## config.mk

```make
export PLATFORM = sky130hd
export DESIGN_NAME = seven_segment_frame_builder_unit
export DESIGN_NICKNAME = d
export VERILOG_FILES = /design/src/hw/rtl/ssfb_pkg.sv /design/src/hw/rtl/seven_segment_frame_builder_unit.sv /design/src/hw/rtl/ssfb_decimal.sv /design/src/hw/rtl/ssfb_segment.sv /design/src/hw/rtl/ssfb_serializer.sv
export SDC_FILE = /design/constraint.sdc
export NUM_CORES = 1
export LEC_CHECK = 0
export BUFFER_PORTS_ARGS = -buffer_cell sky130_fd_sc_hd__buf_2
export CAP_MARGIN = 0
export CORE_AREA = 2 2 246 248
export DETAILED_ROUTE_END_ITERATION = 12
export DIE_AREA = 0 0 248 250
export PLACE_DENSITY_LB_ADDON = 0.3
export RECOVER_POWER = 50
export SYNTH_ARGS = -nofsm -noshare
export SYNTH_HDL_FRONTEND = slang
export SYNTH_SLANG_ARGS = --single-unit
```

## constraint.sdc

```tcl
create_clock -name clk -period 8 [get_ports clk]
set_input_delay 0.8 -clock clk [delete_from_list [all_inputs] [get_ports clk]]
set_output_delay 0.8 -clock clk [all_outputs]
set_load 0.005 [all_outputs]
```

## src/hw/rtl/ssfb_pkg.sv

```systemverilog
`default_nettype none
package ssfb_pkg;

  localparam int VALUE_W      = 10;
  localparam int FIELDS       = 4;
  localparam int ROW_SLOTS    = 16;
  localparam int FRAME_BYTES  = 16;
  localparam int SEGMENT_ROWS = 8;
  localparam int IDX_W        = $clog2(FRAME_BYTES);

  localparam logic [IDX_W-1:0] LAST_IDX      = IDX_W'(FRAME_BYTES - 1);
  localparam logic [7:0]       ADDR_CMD_BASE = 8'hC0;

  localparam logic LAYOUT_THREE = 1'b0;  // four 3-digit fields
  localparam logic LAYOUT_TWO   = 1'b1;  // three 2-digit fields and one 1-digit field

  typedef logic [3:0] bcd_t;
  typedef logic [7:0] seg_t;

  typedef struct packed {
    logic                           layout;
    logic                           chip;
    logic [FIELDS-1:0][VALUE_W-1:0] value;
  } frame_req_t;

  typedef struct packed {
    logic              layout;
    logic              chip;
    bcd_t [FIELDS-1:0] hund;
    bcd_t [FIELDS-1:0] tens;
    bcd_t [FIELDS-1:0] units;
  } digits_t;

  typedef struct packed {
    logic                       chip;
    seg_t [FRAME_BYTES-1:0]     data;
  } frame_t;

  function automatic seg_t digit_glyph(bcd_t d);
    seg_t code;
    unique case (d)
      4'd0: code = 8'hFC;
      4'd1: code = 8'h60;
      4'd2: code = 8'hDA;
      4'd3: code = 8'hF2;
      4'd4: code = 8'h66;
      4'd5: code = 8'hB6;
      4'd6: code = 8'hBE;
      4'd7: code = 8'hE0;
      4'd8: code = 8'hFE;
      4'd9: code = 8'hF6;
      default: code = 8'hFC;
    endcase
    return code;
  endfunction

endpackage
`default_nettype wire

```

## src/hw/rtl/seven_segment_frame_builder_unit.sv

```systemverilog
`default_nettype none
// channel | direction | handshake            | payload
// in_     | input     | in_valid / in_stall  | layout, target_chip, four 10-bit values
// out_    | output    | out_valid / out_stall| chip, address_command, segment_byte, last_of_frame
//
// each item yields 16 results, one per cycle while out_stall is low; the output serializer's
// single result port sets the sustained rate and loads no new item before the last is taken
// first result is registered through the saturate, hundreds, tens/units and segments stages
// synchronous active-low reset clears the stage valid bits and the byte index
// out_stall freezes the current result; up to four further items wait in the stages
// before in_stall rises
module seven_segment_frame_builder_unit #(
  parameter int DIGIT_COLUMNS = 16
) (
  input  wire logic        clk,
  input  wire logic        rst_n,
  input  wire logic        in_valid,
  output logic             in_stall,
  input  wire logic        in_layout,
  input  wire logic        in_target_chip,
  input  wire logic [9:0]  in_first_value,
  input  wire logic [9:0]  in_second_value,
  input  wire logic [9:0]  in_third_value,
  input  wire logic [9:0]  in_fourth_value,
  output logic             out_valid,
  input  wire logic        out_stall,
  output logic             out_chip,
  output logic [7:0]       out_address_command,
  output logic [7:0]       out_segment_byte,
  output logic             out_last_of_frame
);

  ssfb_pkg::frame_req_t  req;
  ssfb_pkg::digits_t     digits;
  ssfb_pkg::frame_t      frame;
  logic                  in_ready;
  logic                  dig_valid, dig_ready;
  logic                  frm_valid, frm_ready;

  assign req.layout   = in_layout;
  assign req.chip     = in_target_chip;
  assign req.value[0] = in_first_value;
  assign req.value[1] = in_second_value;
  assign req.value[2] = in_third_value;
  assign req.value[3] = in_fourth_value;
  assign in_stall     = !in_ready;

  ssfb_decimal u_decimal (
    .clk        (clk),
    .rst_n      (rst_n),
    .in_valid   (in_valid),
    .in_ready   (in_ready),
    .in_req     (req),
    .out_valid  (dig_valid),
    .out_ready  (dig_ready),
    .out_digits (digits)
  );

  ssfb_segment #(
    .DIGIT_COLUMNS (DIGIT_COLUMNS)
  ) u_segment (
    .clk       (clk),
    .rst_n     (rst_n),
    .in_valid  (dig_valid),
    .in_ready  (dig_ready),
    .in_digits (digits),
    .out_valid (frm_valid),
    .out_ready (frm_ready),
    .out_frame (frame)
  );

  ssfb_serializer u_serializer (
    .clk                 (clk),
    .rst_n               (rst_n),
    .in_valid            (frm_valid),
    .in_ready            (frm_ready),
    .in_frame            (frame),
    .out_valid           (out_valid),
    .out_stall           (out_stall),
    .out_chip            (out_chip),
    .out_address_command (out_address_command),
    .out_segment_byte    (out_segment_byte),
    .out_last_of_frame   (out_last_of_frame)
  );

endmodule
`default_nettype wire

```

## src/hw/rtl/ssfb_decimal.sv

```systemverilog
`default_nettype none
module ssfb_decimal (
  input  wire logic                clk,
  input  wire logic                rst_n,
  input  wire logic                in_valid,
  output logic                     in_ready,
  input  wire ssfb_pkg::frame_req_t in_req,
  output logic                     out_valid,
  input  wire logic                out_ready,
  output ssfb_pkg::digits_t        out_digits
);

  typedef struct packed {
    logic                                     layout;
    logic                                     chip;
    ssfb_pkg::bcd_t [ssfb_pkg::FIELDS-1:0]    hund;
    logic [ssfb_pkg::FIELDS-1:0][6:0]         rem;
  } split_t;

  logic                  s1_valid_r, s2_valid_r, s3_valid_r;
  logic                  s1_ready, s2_ready, s3_ready;
  ssfb_pkg::frame_req_t  s1_r, s1_nxt;
  split_t                s2_r, s2_nxt;
  ssfb_pkg::digits_t     s3_r, s3_nxt;

  assign s3_ready  = !s3_valid_r || out_ready;
  assign s2_ready  = !s2_valid_r || s3_ready;
  assign s1_ready  = !s1_valid_r || s2_ready;
  assign in_ready  = s1_ready;
  assign out_valid = s3_valid_r;
  assign out_digits = s3_r;

  // stage 1: saturate each value to its field
  always_comb begin
    logic [ssfb_pkg::VALUE_W-1:0] cap;
    s1_nxt = in_req;
    for (int f = 0; f < ssfb_pkg::FIELDS; f++) begin
      if (in_req.layout == ssfb_pkg::LAYOUT_THREE) begin
        cap = 10'd999;
      end else if (f == ssfb_pkg::FIELDS - 1) begin
        cap = 10'd9;
      end else begin
        cap = 10'd99;
      end
      if (in_req.value[f] > cap) s1_nxt.value[f] = cap;
    end
  end

  // stage 2: hundreds digit by parallel compares
  always_comb begin
    s2_nxt.layout = s1_r.layout;
    s2_nxt.chip   = s1_r.chip;
    for (int f = 0; f < ssfb_pkg::FIELDS; f++) begin
      s2_nxt.hund[f] = '0;
      s2_nxt.rem[f]  = 7'(s1_r.value[f]);
      for (int k = 1; k < 10; k++) begin
        if (s1_r.value[f] >= 10'(k * 100)) begin
          s2_nxt.hund[f] = 4'(k);
          s2_nxt.rem[f]  = 7'(s1_r.value[f] - 10'(k * 100));
        end
      end
    end
  end

  // stage 3: tens and units of the remainder
  always_comb begin
    s3_nxt.layout = s2_r.layout;
    s3_nxt.chip   = s2_r.chip;
    s3_nxt.hund   = s2_r.hund;
    for (int f = 0; f < ssfb_pkg::FIELDS; f++) begin
      s3_nxt.tens[f]  = '0;
      s3_nxt.units[f] = 4'(s2_r.rem[f]);
      for (int k = 1; k < 10; k++) begin
        if (s2_r.rem[f] >= 7'(k * 10)) begin
          s3_nxt.tens[f]  = 4'(k);
          s3_nxt.units[f] = 4'(s2_r.rem[f] - 7'(k * 10));
        end
      end
    end
  end

  always_ff @(posedge clk) begin
    if (!rst_n) begin
      s1_valid_r <= 1'b0;
      s2_valid_r <= 1'b0;
      s3_valid_r <= 1'b0;
    end else begin
      if (s1_ready) s1_valid_r <= in_valid;
      if (s2_ready) s2_valid_r <= s1_valid_r;
      if (s3_ready) s3_valid_r <= s2_valid_r;
    end
  end

  always_ff @(posedge clk) begin
    if (s1_ready) s1_r <= s1_nxt;
    if (s2_ready) s2_r <= s2_nxt;
    if (s3_ready) s3_r <= s3_nxt;
  end

endmodule
`default_nettype wire

```

## src/hw/rtl/ssfb_segment.sv

```systemverilog
`default_nettype none
module ssfb_segment #(
  parameter int DIGIT_COLUMNS = 16
) (
  input  wire logic            clk,
  input  wire logic            rst_n,
  input  wire logic            in_valid,
  output logic                 in_ready,
  input  wire ssfb_pkg::digits_t in_digits,
  output logic                 out_valid,
  input  wire logic            out_ready,
  output ssfb_pkg::frame_t     out_frame
);

  logic              valid_r;
  ssfb_pkg::frame_t  frame_r, frame_nxt;

  assign in_ready  = !valid_r || out_ready;
  assign out_valid = valid_r;
  assign out_frame = frame_r;

  always_comb begin
    ssfb_pkg::bcd_t row [ssfb_pkg::ROW_SLOTS];
    ssfb_pkg::seg_t code;
    for (int c = 0; c < ssfb_pkg::ROW_SLOTS; c++) row[c] = '0;
    if (in_digits.layout == ssfb_pkg::LAYOUT_THREE) begin
      for (int f = 0; f < ssfb_pkg::FIELDS; f++) begin
        row[3*f]   = in_digits.hund[f];
        row[3*f+1] = in_digits.tens[f];
        row[3*f+2] = in_digits.units[f];
      end
    end else begin
      for (int f = 0; f < ssfb_pkg::FIELDS - 1; f++) begin
        row[2*f]   = in_digits.tens[f];
        row[2*f+1] = in_digits.units[f];
      end
      row[2*(ssfb_pkg::FIELDS-1)] = in_digits.units[ssfb_pkg::FIELDS-1];
    end

    frame_nxt.chip = in_digits.chip;
    frame_nxt.data = '0;
    // transpose: byte 2r gets bit 7-r of columns 0..7, byte 2r+1 of columns 8..15
    for (int c = 0; c < ssfb_pkg::ROW_SLOTS; c++) begin
      code = (c < DIGIT_COLUMNS) ? ssfb_pkg::digit_glyph(row[c]) : '0;
      for (int r = 0; r < ssfb_pkg::SEGMENT_ROWS; r++) begin
        if (c < 8) begin
          frame_nxt.data[2*r][c] = code[7-r];
        end else begin
          frame_nxt.data[2*r+1][c-8] = code[7-r];
        end
      end
    end
  end

  always_ff @(posedge clk) begin
    if (!rst_n) begin
      valid_r <= 1'b0;
    end else if (in_ready) begin
      valid_r <= in_valid;
    end
  end

  always_ff @(posedge clk) begin
    if (in_ready) frame_r <= frame_nxt;
  end

endmodule
`default_nettype wire

```

## src/hw/rtl/ssfb_serializer.sv

```systemverilog
`default_nettype none
module ssfb_serializer (
  input  wire logic                clk,
  input  wire logic                rst_n,
  input  wire logic                in_valid,
  output logic                     in_ready,
  input  wire ssfb_pkg::frame_t    in_frame,
  output logic                     out_valid,
  input  wire logic                out_stall,
  output logic                     out_chip,
  output logic [7:0]               out_address_command,
  output logic [7:0]               out_segment_byte,
  output logic                     out_last_of_frame
);

  logic                          valid_r, valid_nxt;
  logic [ssfb_pkg::IDX_W-1:0]    idx_r, idx_nxt;
  ssfb_pkg::frame_t              frame_r;
  logic                          load, take, at_last;

  assign at_last  = idx_r == ssfb_pkg::LAST_IDX;
  assign take     = valid_r && !out_stall;
  assign in_ready = !valid_r || (take && at_last);
  assign load     = in_valid && in_ready;

  always_comb begin
    valid_nxt = valid_r;
    idx_nxt   = idx_r;
    if (load) begin
      valid_nxt = 1'b1;
      idx_nxt   = '0;
    end else if (take) begin
      if (at_last) valid_nxt = 1'b0;
      else         idx_nxt   = idx_r + 1'b1;
    end
  end

  always_ff @(posedge clk) begin
    if (!rst_n) begin
      valid_r <= 1'b0;
      idx_r   <= '0;
    end else begin
      valid_r <= valid_nxt;
      idx_r   <= idx_nxt;
    end
  end

  always_ff @(posedge clk) begin
    if (load) frame_r <= in_frame;
  end

  assign out_valid           = valid_r;
  assign out_chip            = frame_r.chip;
  assign out_address_command = ssfb_pkg::ADDR_CMD_BASE + 8'(idx_r);
  assign out_segment_byte    = frame_r.data[idx_r];
  assign out_last_of_frame   = at_last;

  a_stall_holds: assert property (@(posedge clk) disable iff (!rst_n)
    (valid_r && out_stall) |=> (valid_r && idx_r == $past(idx_r)))
    else $error("byte index moved while stalled");

  a_index_steps: assert property (@(posedge clk) disable iff (!rst_n)
    (valid_r && !out_stall && !at_last) |=>
      (valid_r && idx_r == ssfb_pkg::IDX_W'($past(idx_r) + 1'b1)))
    else $error("byte index did not step by one");

  a_frame_ends: assert property (@(posedge clk) disable iff (!rst_n)
    (valid_r && !out_stall && at_last && !in_valid) |=> !valid_r)
    else $error("frame did not end after last byte");

  a_new_frame_starts: assert property (@(posedge clk) disable iff (!rst_n)
    load |=> (valid_r && idx_r == '0))
    else $error("new frame did not start at byte zero");

endmodule
`default_nettype wire

```

Word-level counts from Yosys, hierarchy flattened
Memories as Yosys holds them, arrays and structs flattened. A register that Yosys moved wholly into a read port is not among the register bits. Cells that the tools add are included.

Flip-flop bits (word level): 257. Bits in read-only memories: 1344. Input port bits: 46. Output and inout port bits: 20. Memories kept: 12.

Memories: (no name shown) (words 16, bits a word 7, read ports 1, clocked after memory_dff 1, write ports 0, RTL line ssfb_pkg.sv:41) `unique case (d)`; (no name shown) (words 16, bits a word 7, read ports 1, clocked after memory_dff 1, write ports 0, RTL line ssfb_pkg.sv:41); (no name shown) (words 16, bits a word 7, read ports 1, clocked after memory_dff 1, write ports 0, RTL line ssfb_pkg.sv:41); (no name shown) (words 16, bits a word 7, read ports 1, clocked after memory_dff 1, write ports 0, RTL line ssfb_pkg.sv:41); (no name shown) (words 16, bits a word 7, read ports 1, clocked after memory_dff 1, write ports 0, RTL line ssfb_pkg.sv:41); (no name shown) (words 16, bits a word 7, read ports 1, clocked after memory_dff 1, write ports 0, RTL line ssfb_pkg.sv:41); +6 memories.

$add $sub $neg: 74. Magnitude comparators: 77. Equal/unequal tests: 1. Mux-type cells: 149. Bitwise operators: 2. Reduce and logical (&&, ||, !) cells: 28.

Operator list (number): $mux W7 (36); $ge A10 B10 Y1 const B (16); $mux W4 (36); $ge A10 B9 Y1 const B (12); $sub A7 B7 Y7 const B (16); $mux W3 (32); $ge A7 B6 Y1 const B (12); $ge A7 B7 Y1 const B (12); $sub A7 B6 Y7 const B (12); $sub A4 B4 Y4 const B (20); $mux W10 (6); $ge A7 B5 Y1 const B (8); $ge A10 B7 Y1 const B (4); $ge A10 B8 Y1 const B (4); $gt A10 B10 Y1 (4); $bmux W8 S4 (1); $mux W2 (16); $sub A4 B3 Y4 const B (8); $ge A7 B4 Y1 const B (4); $mux W28 (1); $sub A7 B3 Y7 const B (4); $sub A7 B5 Y7 const B (4); $mux W20 (1); $mux W1 (19); other kinds (14) (43).

Depth between registers and ports, before layout
Gate-level depths: netlist of run 1.

Depth in word-level cells: 10. Gate-level depth with buffers: 12. Gate-level depth less buffers: 9.

Hierarchy
From an unflattened synthesis of run 1, not the netlist that was laid out.

Cells, all modules: 1991. Area, all modules: 22669.2 µm².

Modules (own cells, without submodules): ssfb_decimal (times used 1, cells an instance 1264, area each 11820.1 µm², seq. area each 4204.0 µm²); ssfb_segment (times used 1, cells an instance 478, area each 5637.9 µm², seq. area each 2572.5 µm²); ssfb_serializer (times used 1, cells an instance 248, area each 5207.5 µm², seq. area each 3973.8 µm²); seven_segment_frame_builder_unit (times used 1, cells an instance 1, area each 3.8 µm², seq. area each 0.0 µm²).

Worst setup path after synthesis of run 1
Ideal clock, no wire load.

Path kind: reg2reg. Start point: reg u_serializer.idx_r[3] in the netlist's numbering. End point: reg u_serializer.idx_r[2] in the netlist's numbering. Library setup time: 0.121 ns. Arrival: 3.402 ns. Required time: 7.879 ns. Setup slack: 4.477 ns. Cell stages (with the launch flop): 7. Cells stage by stage: dfxtp_1 clkbuf_1 nand3_1 o21ai_0 and2_1 nand2b_1 nor3_1.

Longest elaborated chain between the ends: 5.

RTL lines: start: declaration (RTL line ssfb_serializer.sv:17) `logic [ssfb_pkg::IDX_W-1:0] idx_r, idx_nxt;`; start signal: assignment (RTL line ssfb_serializer.sv:44) `idx_r <= idx_nxt;`; $eq A4 B4 Y1 (RTL line ssfb_serializer.sv:21) `assign at_last = idx_r == ssfb_pkg::LAST_IDX;`; $logic_and A1 B1 Y1 (RTL line ssfb_serializer.sv:23) `assign in_ready = !valid_r || (take && at_last);`; $logic_or A1 B1 Y1 (RTL line ssfb_serializer.sv:23); $logic_and A1 B1 Y1 (RTL line ssfb_serializer.sv:24) `assign load = in_valid && in_ready;`; named net u_serializer.load (RTL line ssfb_serializer.sv:19) `logic load, take, at_last;`; $reduce_or A2 Y1 (no line).

The timed path passes the listed nets, and every way through them passes these cells. A chain may end at the register's enable or synchronous reset.

Worst setup path after layout of run 1
Start point: reg u_serializer.idx_r[0] in the netlist's numbering. End point: reg u_decimal.s3_r, in the netlist u_decimal.out_digits[14], enable pin.

Longest elaborated chain between the ends: 5.

RTL lines: $eq A4 B4 Y1 (RTL line ssfb_serializer.sv:21); $logic_and A1 B1 Y1 (RTL line ssfb_serializer.sv:23); $logic_or A1 B1 Y1 (RTL line ssfb_serializer.sv:23); $logic_or A1 B1 Y1 (RTL line ssfb_segment.sv:18) `assign in_ready = !valid_r || out_ready;`; $logic_or A1 B1 Y1 (RTL line ssfb_decimal.sv:26) `assign s3_ready = !s3_valid_r || out_ready;`; named net u_decimal.s3_ready (RTL line ssfb_decimal.sv:21) `logic s1_ready, s2_ready, s3_ready;`; end signal: assignment (RTL line ssfb_decimal.sv:97) `if (s3_ready) s3_r <= s3_nxt;`; end: declaration (RTL line ssfb_decimal.sv:24) `ssfb_pkg::digits_t s3_r, s3_nxt;`.

The timed path passes the listed nets, and every way through them passes these cells.

==> results of run 1 <==
==> power by group <==
group | leakage, nW | internal [W] | switching [W]
combinational | 4.84 | 0.000789 | 0.00110
clock | 0.592 | 0.000996 | 0.000685
sequential | 3.18 | 0.00235 | 0.000415
==> final timing paths <==
kind	startpoint	end	slack (ns)	cells after the start
setup / recovery	u_serializer.idx_r[0]	u_decimal.out_digits[14]	2.87	6
hold / removal	u_segment.out_frame[21]	u_serializer.frame_r[21]	0.41	0
setup reg to reg	u_serializer.idx_r[0]	u_decimal.out_digits[14]	2.87	6
hold reg to reg	u_segment.out_frame[21]	u_serializer.frame_r[21]	0.41	0
==> through the flow <==
step	hold slack [ns]	area [um^2]	setup WS, ns	power (W)
finish	0.411	22600	2.87	0.00633
global route	0.402	22600	2.27	0.00675
CTS	0.396	22700	3.72	0.00637
detailed placement	0.405	21500	4.33	0.00465
global placement	0.401	21500	4.38	0.00460
floorplan	0.400	20500	4.48	0.00412
==> state kept, by name, indices dropped and copies added (netlist names), 4 cells and up <==
register              count
u_decimal.out_digits     50
u_decimal.s1_r           42
u_decimal.s2_r           46
u_segment.out_frame      85
u_serializer.frame_r     84
u_serializer.idx_r        4
==> placed cells by master (no fill, tap or decap), types with 9 or more instances in the layout <==
| cell | synthesis | routed |
|---|---|---|
| a211o_1 | 9 | 9 |
| a211oi_1 | 18 | 18 |
| a21boi_0 | 19 | 19 |
| a21o_1 | 31 | 31 |
| a21oi_1 | 129 | 129 |
| a311oi_1 | 9 | 9 |
| a31oi_1 | 33 | 33 |
| and3_1 | 17 | 17 |
| buf_2 | 16 | 58 |
| clkbuf_1 | 71 | 12 |
| clkbuf_16 | 0 | 39 |
| clkinv_2 | 0 | 9 |
| dfxtp_1 | 9 | 9 |
| edfxtp_1 | 308 | 308 |
| ha_1 | 167 | 167 |
| inv_1 | 108 | 106 |
| mux2_2 | 20 | 19 |
| mux2i_1 | 48 | 48 |
| mux4_2 | 15 | 15 |
| nand2_1 | 165 | 165 |
| nand2b_1 | 30 | 30 |
| nand3_1 | 56 | 55 |
| nand3b_1 | 13 | 13 |
| nand4_1 | 14 | 14 |
| nor2_1 | 124 | 124 |
| nor2b_1 | 29 | 29 |
| nor3_1 | 32 | 33 |
| o211ai_1 | 22 | 22 |
| o21a_1 | 13 | 13 |
| o21ai_0 | 88 | 88 |
| o221ai_1 | 16 | 18 |
| o22ai_1 | 23 | 23 |
| o311ai_0 | 10 | 10 |
| o31a_1 | 13 | 13 |
| o31ai_1 | 19 | 20 |
| o41ai_1 | 8 | 9 |
| or2_2 | 23 | 23 |
| or3_1 | 16 | 16 |
| xnor2_1 | 38 | 38 |
| xor2_1 | 9 | 9 |
==> synth_stat cells (9+ instances only) <==
cell,n
and3_1,17
a21oi_1,129
mux4_2,15
nand4_1,14
a211o_1,9
dfxtp_1,9
ha_1,167
o21a_1,13
xnor2_1,38
mux2i_1,48
or3_1,16
mux2_2,20
edfxtp_1,308
a21boi_0,19
nand2b_1,30
nand2_1,165
a31oi_1,33
a311oi_1,9
o221ai_1,16
o31a_1,13
nand3_1,56
o21ai_0,88
o211ai_1,22
o31ai_1,19
xor2_1,9
or2_2,23
clkbuf_1,71
nor2_1,124
o22ai_1,23
a211oi_1,18
o311ai_0,10
buf_2,16
a21o_1,31
nand3b_1,13
nor3_1,32
inv_1,108
and2_1,11
nor2b_1,29
==> routing by layer <==
metal | share of wire (%) | vias to the layer above
met2 | 47 | 500
met3 | 5.5 | 90
li1 | - | 7374
met1 | 45 | 7369
met4 | 2.5 | 0
met5 | 0 | -
==> kinds of logic after synthesis <==
family | share of synthesized area [%]
multiplexers | 5.09
adder cells (fa/ha/maj) | 10.2
flip-flops | 46.0
other | 0.0366
AO/OA/AOI/OAI | 18.4
buffers and inverters | 3.95
AND/OR/NAND/NOR | 14.4
XOR/XNOR | 2.01
==> layout make-up <==
type                    count  area [um^2]  share of cell area, %
well taps                 782          978                   4.32
clock inverters            26          236                   1.05
multi-input cells        1428        10200                   45.3
inverters                 109          410                   1.81
clock buffers              43          991                   4.38
flip-flops and latches    317         9430                   41.7
repair buffers             69          343                   1.51
==> results.cfg, run 1 <==
[critical_path]
critPathArrivalTime_ns = 5.22
crit_chain = ha_1, nand3_1, o211a_1, and2_0, clkinv_1, clkbuf_1
worst_path_largest_cell_delay_ns = 1.93
path_max_fanout = 50
path_delay_family = buffers and inverters
critPathBufInv = 2
slowest_stage = clkbuf_1
required_ns = 8.10
cp-end-kind = flop
path_class = reg2reg
startpoint_type = flop

[sta]
rsz0062_at_grt = false
finalCritPeriodShare_pct = 64.1
max_freq_mhz = 195
fin_worst_skew_ns = 0.0180
slew_viol_final = 111
min_period_ns = 5.13
hold_viol = 0
setup_tns_ns = 0
setup_viol = 0
max_slew_margin_pct = -83.4
worstMarginPinSlew_ns = 2.75

[global_route]
grt_max_degree = 87
overflow = 0
busiest_layer = met2
gr-usage-met3_pct = 2.30
grtUsageMet2_pct = 24.1
grt_pass1_wl_mm = 76.0
antenna_found_initial = 0
met1_usage_pct = 20.1
grt_pass1_vias = 14800
grt_use_total_pct = 14.9

[layout]
fin_cells = 2774
utilization_pct = 38.0
synthToLayoutAreaGrowth_pct = 10.3
layout-drive-gt1-share_pct = 10.3
antenna_cells = 0
final_nets = 2176
fill_cells = 5727

[yosys]
synth.avg_cell_area_um2 = 10.5
syn_area_mm2 = 0.0205
ys_warn_count = 0
syn_inst = 1949
yosys-top-cells-area = edfxtp_1 (45%), ha_1 (10%), a21oi_1 (3.1%), nand2_1 (3.0%), mux2i_1 (2.3%)
synth_cell_types = 94
synth_top_area_share_pct = 45.1
synth_edf_count = 308
ys_seq_elements = 317
ys.flop_type = edfxtp_1
ys_async_sr_fraction_pct = 0
yosysSeqAreaShare_pct = 46.0
yosysTopAreaCell = edfxtp_1

[clock_tree]
numClockSinks = 317
cts.hold.buffers_added = 0
insertion_delay_ns = 0.56
tritoncts = yes
cts_resized = 0
ctsLongestPathBuffers = 3
cts_buffers = 38
cts-root-buf = clkbuf_16
postCtsSetupRepairBufs = 0
clk_pin_slew_ns = 0.06
htreeDepth = 2

[routing]
drc = 0
routedWlPerCell_um = 16.7
wl_mm = 46.3
drtIter0Drc = 1557
vias = 15300
viasPerCell = 5.53
ant_nets = 0
firstDrtPassIters = 7

[worst_hold_path]
hp-class = reg2reg

[place]
place.gp.congestion = 0.924
dp.cells = 2705
dp_hpwl_mm = 32.8
numPortBuffers = 61

[die]
fp.coreArea_mm2 = 0.0596
fp.dieW_um = 248
die_area_mm2 = 0.0620
initial_utilization_pct = 34.4
fp.dieH_um = 250
rows = 90
ios = 66

[outcome]
violations = max-capacitance violations, max-slew violations
status = complete, but fails checks

[power_and_ir_drop]
leakagePower_nw = 8.61
peakVddDrop_mv = 0.143
power_density_mw_per_mm2 = 280

[run]
cap_violations = 3
(Power assumes the default switching activity.)
==> run 2, diff against run 1 <==
==> constraint.sdc (replaced) <==
create_clock -name clk -period 4.4 [get_ports clk]
set_input_delay 0.44 -clock clk [delete_from_list [all_inputs] [get_ports clk]]
set_output_delay 0.44 -clock clk [all_outputs]
set_load 0.005 [all_outputs]
==> results.cfg, run 2 (synthesis gave the netlist of run 1 again) <==
[global_route]
grt_use_total_pct = 14.6
grt_pass1_wl_mm = 74.6
grt_max_degree = 87
grt_pass1_vias = 14400
overflow = 0
antenna_found_initial = 0

[critical_path]
path_max_fanout = 43
slowest_stage = clkbuf_2
startpoint_type = flop
r2r_cells = 8
r2r_start = u_decimal.s1_r[14]
path_class = reg2out
crit_chain = ha_1, nand3_1, o211a_1, and2_0, nand3_2, clkbuf_2, inv_1, buf_2
r2r-end = u_decimal.s2_r[10]
required_ns = 3.96
worst_path_largest_cell_delay_ns = 0.85
cp-end-kind = output port
reg2reg_setup_slack_ns = 1.14
critPathArrivalTime_ns = 3.14

[die]
fp.coreArea_mm2 = 0.0596
fp.dieH_um = 250
initial_utilization_pct = 34.4
ios = 66
fp.dieW_um = 248
die_area_mm2 = 0.0620
rows = 90

[place]
place.gp.congestion = 0.899
numPortBuffers = 61
dp_hpwl_mm = 32.9
placed_area_mm2 = 0.0215

[layout]
final_nets = 2177
multi_input_area_mm2 = 0.0103
utilization_pct = 38.0
regArea_mm2 = 0.00943
largest_reg_flops = 85
layout_common_cells = edfxtp_1 (308), ha_1 (167), nand2_1 (164)
synthToLayoutAreaGrowth_pct = 10.4
fin_area_mm2 = 0.0226
antenna_cells = 0
fill_cells = 5692
layout_commonest_cell = edfxtp_1
layout-drive-gt1-share_pct = 10.9

[power_and_ir_drop]
p_seq_share_pct = 43.9
p_sw_share_pct = 34.7
leakagePower_nw = 8.63
power_density_mw_per_mm2 = 504
power_frac_comb_pct = 30.1
peakVddDrop_mv = 0.261
p_clk_share_pct = 26.1
internal-power_w = 0.00746
finalPower_w = 0.0114
power_switching_w = 0.00396

[routing]
ant_nets = 0
firstDrtPassIters = 5
wl_mm = 45.7
vias = 15000
viasPerCell = 5.42
drc = 0
routedWlPerCell_um = 16.5
drtIter0Drc = 1207

[sta]
min_period_ns = 3.58
finalCritPeriodShare_pct = 81.3
fin_worst_skew_ns = 0.0259
max_freq_mhz = 280
setup_tns_ns = 0
slew_viol_final = 142
timing.hold.ws_ns = 0.0716
setup_viol = 0
hold_viol = 0
max_slew_margin_pct = -22.6
worstMarginPinSlew_ns = 1.84
rsz0062_at_grt = false

[clock_tree]
insertion_delay_ns = 0.55
ctsLongestPathBuffers = 3
tritoncts = yes
htreeDepth = 2
cts_buffers = 36
cts.hold.buffers_added = 0
cts_resized = 0
numClockSinks = 317
clk_pin_slew_ns = 0.06
cts-root-buf = clkbuf_16
postCtsSetupRepairBufs = 0

[worst_hold_path]
hold_path_end = u_decimal.s1_r[40]
hp-class = in2reg
min_from = in_target_chip
hold_depth = 1

[outcome]
violations = max-capacitance violations, max-slew violations
status = complete, but fails checks

[run]
cap_violations = 2
run 2: cell types whose count changed in the layout (fill, tap and decap cells not counted), moves of 2 or more:
cell and change:
clkbuf_16 -3, clkinv_1 -3, clkbuf_1 -2, clkbuf_2 +2, clkinvlp_4 -2, o221ai_1 -2
run 2: power groups by stage:
stage          Clock (W)  Sequential, W  Combinational [W]
2_1_floorplan          0        0.00453            0.00296
3_3_place_gp           0        0.00505            0.00334
3_5_place_dp           0        0.00507            0.00338
4_1_cts          0.00308        0.00501            0.00341
5_1_grt          0.00318        0.00512            0.00389
6_report         0.00298        0.00501            0.00344
run 2: area by class of cell:
| type | count | area share [%] |
|---|---|---|
| clock buffer | 39 | 4.03 |
| clock inverter | 26 | 1.21 |
| inverter | 109 | 1.81 |
| multi-input combinational | 1428 | 45.4 |
| sequential | 317 | 41.6 |
| tap | 782 | 4.32 |
| timing repair buffer | 72 | 1.60 |
run 2: metal layers:
layer / vias up / GRT usage [%] / wire [um]
met3: 72 / 2.19 / 2280
li1: 7386 / - / -
met1: 7145 / 19.8 / 20800
met2: 432 / 23.9 / 21700
met5: - / 0 / 0
met4: 0 / 4.35 / 932
run 2: metrics by stage:
step / setup slack [ns] / cells
2_1_floorplan: 0.877 / 1951
3_5_place_dp: 1.25 / 2708
3_3_place_gp: 1.35 / 2708
6_report: 0.825 / 2773
5_1_grt: 0.499 / 2773
4_1_cts: 1.21 / 2773
run 2: worst max path at each step:
stage | slack [ns] | cells after the start | start | end
6_report | 0.82 | 8 | u_serializer.idx_r[1] | in_stall
5_1_grt | 0.50 | 8 | u_serializer.idx_r[1] | in_stall
4_1_cts | 1.21 | 8 | u_serializer.idx_r[1] | in_stall
3_5_place_dp | 1.25 | 8 | u_decimal.s1_r[14] | u_decimal.s2_r[10]
3_3_place_gp | 1.35 | 8 | u_decimal.s1_r[14] | u_decimal.s2_r[12]
2_1_floorplan | 0.88 | 6 | u_serializer.idx_r[3] | u_serializer.idx_r[2]
run 2: worst max-delay path, delay by kind of cell (launching register included):
family	cells	cell delay, ns
buf+inv	3	1.17
simple gates	3	0.60
flops	1	0.34
compound gates	1	0.31
fa+ha+maj	1	0.18
